[src/pcr_pkg.sv]
// Shared constants, types and controller/datapath interface structs for the
// palette color registry. No dependencies.
package pcr_pkg;

    localparam int TABLE_DEPTH   = 256;
    localparam int RESERVED_BASE = 208;

    localparam int COLOR_W = 16;
    localparam int ADDR_W  = $clog2(TABLE_DEPTH);
    localparam int CNT_W   = $clog2(TABLE_DEPTH + 1);

    localparam logic [CNT_W-1:0] DEPTH_CNT = CNT_W'(TABLE_DEPTH);
    localparam logic [CNT_W-1:0] BASE_CNT  = CNT_W'(RESERVED_BASE);

    typedef enum logic [1:0] {
        OP_REGISTER = 2'd0,
        OP_FIND     = 2'd1,
        OP_REPLACE  = 2'd2,
        OP_READ     = 2'd3
    } op_t;

    typedef enum logic [2:0] {
        RES_NONE,
        RES_APPEND,
        RES_HIT,
        RES_REPLACE,
        RES_READ
    } res_kind_t;

    // controller -> datapath
    typedef struct packed {
        logic      load;
        logic      scan_start;
        logic      scan_run;
        logic      rd_index;
        logic      wr_append;
        logic      wr_index;
        logic      finish;
        res_kind_t res_kind;
    } cmd_t;

    // datapath -> controller
    typedef struct packed {
        op_t  op;
        logic full;
        logic idx_in;
        logic rep_ok;
        logic idx_at_base;
        logic hit;
        logic miss;
    } sts_t;

endpackage

[src/pcr_ctrl.sv]
// Sequencing controller for the palette color registry.
// Depends on pcr_pkg (op_t, cmd_t, sts_t).
module pcr_ctrl (
    input  logic          clk,
    input  logic          rst_n,
    input  logic          start,
    input  pcr_pkg::sts_t sts,
    output logic          busy,
    output pcr_pkg::cmd_t cmd
);

    typedef enum logic [1:0] {
        S_IDLE,
        S_DECIDE,
        S_SCAN,
        S_READ_WAIT
    } state_t;

    state_t state_reg, state_next;
    logic   busy_reg, busy_next;

    always_comb
    begin
        state_next = state_reg;
        cmd        = '0;
        cmd.res_kind = pcr_pkg::RES_NONE;
        case (state_reg)
            S_IDLE:
            begin
                if (start)
                begin
                    cmd.load   = 1'b1;
                    state_next = S_DECIDE;
                end
            end
            S_DECIDE:
            begin
                case (sts.op)
                    pcr_pkg::OP_REGISTER:
                    begin
                        if (sts.full)
                        begin
                            cmd.finish = 1'b1;
                            state_next = S_IDLE;
                        end
                        else
                        begin
                            cmd.scan_start = 1'b1;
                            state_next     = S_SCAN;
                        end
                    end
                    pcr_pkg::OP_FIND:
                    begin
                        cmd.scan_start = 1'b1;
                        state_next     = S_SCAN;
                    end
                    pcr_pkg::OP_REPLACE:
                    begin
                        if (!sts.rep_ok)
                        begin
                            cmd.finish = 1'b1;
                            state_next = S_IDLE;
                        end
                        else if (sts.idx_at_base)
                        begin
                            // base slot takes duplicates, no scan needed
                            cmd.wr_index = 1'b1;
                            cmd.finish   = 1'b1;
                            cmd.res_kind = pcr_pkg::RES_REPLACE;
                            state_next   = S_IDLE;
                        end
                        else
                        begin
                            cmd.scan_start = 1'b1;
                            state_next     = S_SCAN;
                        end
                    end
                    default:
                    begin
                        if (sts.idx_in)
                        begin
                            cmd.rd_index = 1'b1;
                            state_next   = S_READ_WAIT;
                        end
                        else
                        begin
                            cmd.finish = 1'b1;
                            state_next = S_IDLE;
                        end
                    end
                endcase
            end
            S_SCAN:
            begin
                cmd.scan_run = 1'b1;
                if (sts.hit)
                begin
                    cmd.finish = 1'b1;
                    if (sts.op == pcr_pkg::OP_FIND)
                        cmd.res_kind = pcr_pkg::RES_HIT;
                    state_next = S_IDLE;
                end
                else if (sts.miss)
                begin
                    cmd.finish = 1'b1;
                    case (sts.op)
                        pcr_pkg::OP_REGISTER:
                        begin
                            cmd.wr_append = 1'b1;
                            cmd.res_kind  = pcr_pkg::RES_APPEND;
                        end
                        pcr_pkg::OP_REPLACE:
                        begin
                            cmd.wr_index = 1'b1;
                            cmd.res_kind = pcr_pkg::RES_REPLACE;
                        end
                        default:
                        begin
                            cmd.res_kind = pcr_pkg::RES_NONE;
                        end
                    endcase
                    state_next = S_IDLE;
                end
            end
            S_READ_WAIT:
            begin
                cmd.finish   = 1'b1;
                cmd.res_kind = pcr_pkg::RES_READ;
                state_next   = S_IDLE;
            end
            default:
            begin
                state_next = S_IDLE;
            end
        endcase
        busy_next = (state_next != S_IDLE);
    end

    always_ff @(posedge clk or negedge rst_n)
    begin
        if (!rst_n)
        begin
            state_reg <= S_IDLE;
            busy_reg  <= 1'b0;
        end
        else
        begin
            state_reg <= state_next;
            busy_reg  <= busy_next;
        end
    end

    assign busy = busy_reg;

endmodule

[config.mk]
export PLATFORM = sky130hd
export DESIGN_NAME = pcr_ctrl
export DESIGN_NICKNAME = d
export VERILOG_FILES = /design/src/pcr_pkg.sv /design/src/pcr_ctrl.sv
export SDC_FILE = /design/constraint.sdc
export NUM_CORES = 1
export LEC_CHECK = 0
export BUFFER_PORTS_ARGS = -buffer_cell sky130_fd_sc_hd__clkbuf_2
export CAP_MARGIN = 30
export CORE_AREA = 3 3 40 42
export DETAILED_ROUTE_END_ITERATION = 16
export DIE_AREA = 0 0 43 45
export GPL_TIMING_DRIVEN = 0
export PLACE_DENSITY_LB_ADDON = 0.2
export REMOVE_ABC_BUFFERS = 1
export SYNTH_ARGS = -nofsm -noshare
export SYNTH_HDL_FRONTEND = slang
export SYNTH_SLANG_ARGS = --single-unit
[constraint.sdc]
create_clock -name clk -period 3.4 [get_ports clk]
set_input_delay 0.85 -clock clk [delete_from_list [all_inputs] [get_ports clk]]
set_output_delay 0.85 -clock clk [all_outputs]
set_load 0.005 [all_outputs]
==> impl_results.md <==
- Outcome: finished clean
- Cell family with most CP delay: simple AND/OR/NAND/NOR gates
- P_leak: roughly 0.28 nW
- Complex-gate fraction of the synthesized area: 0.244
- Drt wl/cell: 11.3 µm
- Clk root buf: clkbuf_4
- Gpl congestion: approximately 0.70
- Post-synthesis mux area share: 0
- CP bufs+invs: 2
- Largest family of logic cells by synthesized area: simple AND/OR/NAND/NOR gates
- Startpoint types: input port
- DIE WIDTH: around 43 µm
- Synth Area in XOR/XNOR: 0
- Io pins: 22
- Slowest stage delay, CP: approximately 400 ps
- Post-synthesis sequential area ratio: 0.206
- TritonCTS clock tree: yes
- Number of global-route vias before repair: roughly 340
- Nets: between 80 and 90
- Area Overhead vs Synth: 39.9%
- Adder-cell share of the synthesized area: 0.172
- Max clock buf depth: 2
- Final WL: around 920 µm
- Post-CTS sizing: 0
- RSZ-0062 raised after global routing: no
- Fmax: ~370 MHz
- Slowest-stage cell, CP: or3b_1
- Final setup viols: 0
- Max reg flops: 2
- Fin crit share: 0.802
- Crit path kind: in2out
- Setup Fix Bufs, Post-CTS: 0
- Max Slew Vio Count: 0
- Final hold vios: 0
- Drt pass-1 iters: 4
- Reg-to-reg endpoint: busy$_DFF_PN0_
- Worst-Skew Late Latency: between 200 and 250 ps
- Area leader, netlist: dfrtp_1
- H-tree Lvls: 1
- Rel. slew slack: 0.766
- Cts bufs inserted: 3
- Buffers on Ports: 21
- Synth Instances: 42
- Worst Reg-to-Reg Cells: 5
- Via density: roughly 4.9
- CP cell instances: clkbuf_2, or3b_1, a21oi_1, and2_1, clkbuf_2
- Synth top area share: 0.206
- Reg clk slew, reported paths: ~40 ps
- Total Die Area: ~1900 µm²
- GR Util All Layers: 0.103
- Yosys reg bits: 3
- Tightest Pin Transition: between 300 and 400 ps
- Die Ht: 45 µm
- Mapped Area: around 360 µm²
- Max_cap viols: 0
- Fin Setup TNS: 0 ps
- Vias: slightly below 400
- Overall Power: roughly 0.00032 W
- Placed wire-length estimate: ~730 µm
- Clk sinks: 3
- Crit-path most repeated cell: clkbuf_2
- Core footprint: between 1000 and 1500 µm²
- Synth Area in Simple Gates: 0.344
- Required @ worst endpoint: 2550 ps
- Syn_area_per_cell: 8.67 µm²
- First-pass GRT wire length: 1.50 mm
- Yosys warns: 0
- Critical path peak fanout: 8
- Row count: 13
- Initial DRC Count: 3
- Synth top area cells: dfrtp_1 (21%), ha_1 (17%), and2_1 (5.2%), a21oi_1 (4.1%), nor2_1 (4.1%)
- Type of the tightest min-delay check: in2async
- IR drop worst, VDD: 0.155 mV
- Hold_buf cts: 0
- Ant. Diodes: 0
- Worst Skew: 4.85 ps
- Unique masters post-synth: 26
- Routed Antenna Nets: 0
- Fin crit period: approximately 2700 ps
- DRC: 0
- RR Startpoint: state_reg[1]$_DFF_PN0_
- Share of layout cells above drive strength 1: 0.379
- Initial Util: 0.283
- Crit path arrival time: ~1900 ps
- Largest net degree at the start of global routing: 11
- Pwr/cell area: a little over 600 nW/µm²
- GRT overflow: 0
- Crit end category: output pin
- Initial antenna violation count: 0
- Worst reg-to-reg setup slack: approximately 1900 ps
[report_power, final]
part / leakage, nW / switching (W) / total [W] / internal [W]
Combinational: 0.224 / 0.0000927 / 0.000180 / 0.0000873
Sequential: 0.0369 / 0.0000183 / 0.0000719 / 0.0000536
Clock: 0.0150 / 0.0000197 / 0.0000638 / 0.0000441
[cell usage after synthesis]
| master | n |
|---|---|
| ha_1 | 5 |
| nor2_1 | 4 |
| a21oi_1 | 3 |
| and2_1 | 3 |
| dfrtp_1 | 3 |
| inv_1 | 2 |
| nand2_1 | 2 |
| nor2b_1 | 2 |
| a311o_1 | 1 |
| a311oi_1 | 1 |
| a31o_1 | 1 |
| and4_1 | 1 |
| and4b_1 | 1 |
| and4bb_1 | 1 |
| buf_2 | 1 |
| nand2b_1 | 1 |
| nand4b_1 | 1 |
| nor3b_1 | 1 |
| nor4b_1 | 1 |
| o211a_1 | 1 |
| o211ai_2 | 1 |
| o21a_1 | 1 |
| o21ai_0 | 1 |
| o21ai_1 | 1 |
| o22ai_1 | 1 |
| or3b_1 | 1 |
[per-layer routing]
| metal | GRT usage | wire length [µm] | part of all wire | vias up |
|---|---|---|---|---|
| li1 | - | - | - | 207 |
| met1 | 0.145 | 446 | 0.49 | 170 |
| met2 | 0.150 | 382 | 0.42 | 17 |
| met3 | 0.0199 | 68 | 0.074 | 2 |
| met4 | 0.0542 | 20 | 0.022 | 0 |
| met5 | 0 | 0 | 0 | - |
[metrics by stage]
step / instances / utilization / worst slack [ps] / hold WS [ps] / area (µm²)
2_1_floorplan: 41 / - / 1010 / 554 / 359
3_3_place_gp: 77 / 0.376 / 705 / 648 / 483
3_5_place_dp: 77 / 0.376 / 698 / 649 / 483
4_1_cts: 81 / 0.396 / 678 / 397 / 509
5_1_grt: 81 / 0.396 / 647 / 393 / 509
6_report: 81 / 0.396 / 673 / 399 / 509
[how the worst max path moves through the flow]
stage | start | end | slack [ps] | cells past startpoint
finish | sts[6] | cmd[8] | 670 | 5
detailed placement | sts[6] | cmd[8] | 700 | 5
CTS | sts[6] | cmd[8] | 680 | 5
global route | sts[6] | cmd[8] | 650 | 5
floorplan | sts[6] | cmd[8] | 1010 | 3
global placement | sts[6] | cmd[8] | 700 | 5
[final cells by class]
cell class / instances / area (µm²)
clock buffer: 4 / 26.3
fill: 158 / 776
inverter: 2 / 7.51
multi-input combinational: 36 / 277
sequential: 3 / 75.1
tap: 15 / 18.8
timing repair buffer: 21 / 105
[layout by cell type, fill, tap and decap left out, types with 2 or more instances in the layout]
master    synthesis  routed
nand2_1           2       2
nor2_1            4       4
dfrtp_1           3       3
inv_1             2       2
clkbuf_4          0       3
nor2b_1           2       2
clkbuf_2          0      21
a21oi_1           3       3
and2_1            3       3
ha_1              5       5
[worst reg2reg max path, stage by stage, from the launching register on]
cell and delay (ps):
dfrtp_1 420, inv_1 80, ha_1 220, and4_1 230, a311oi_1 360, o211ai_2 120
[cells by family after synthesis]
group | count (synthesis)
flip-flops | 3
AO/OA/AOI/OAI | 12
AND/OR/NAND/NOR | 19
adder cells (fa/ha/maj) | 5
buffers and inverters | 3
Power figures use the tool's default switching activity.
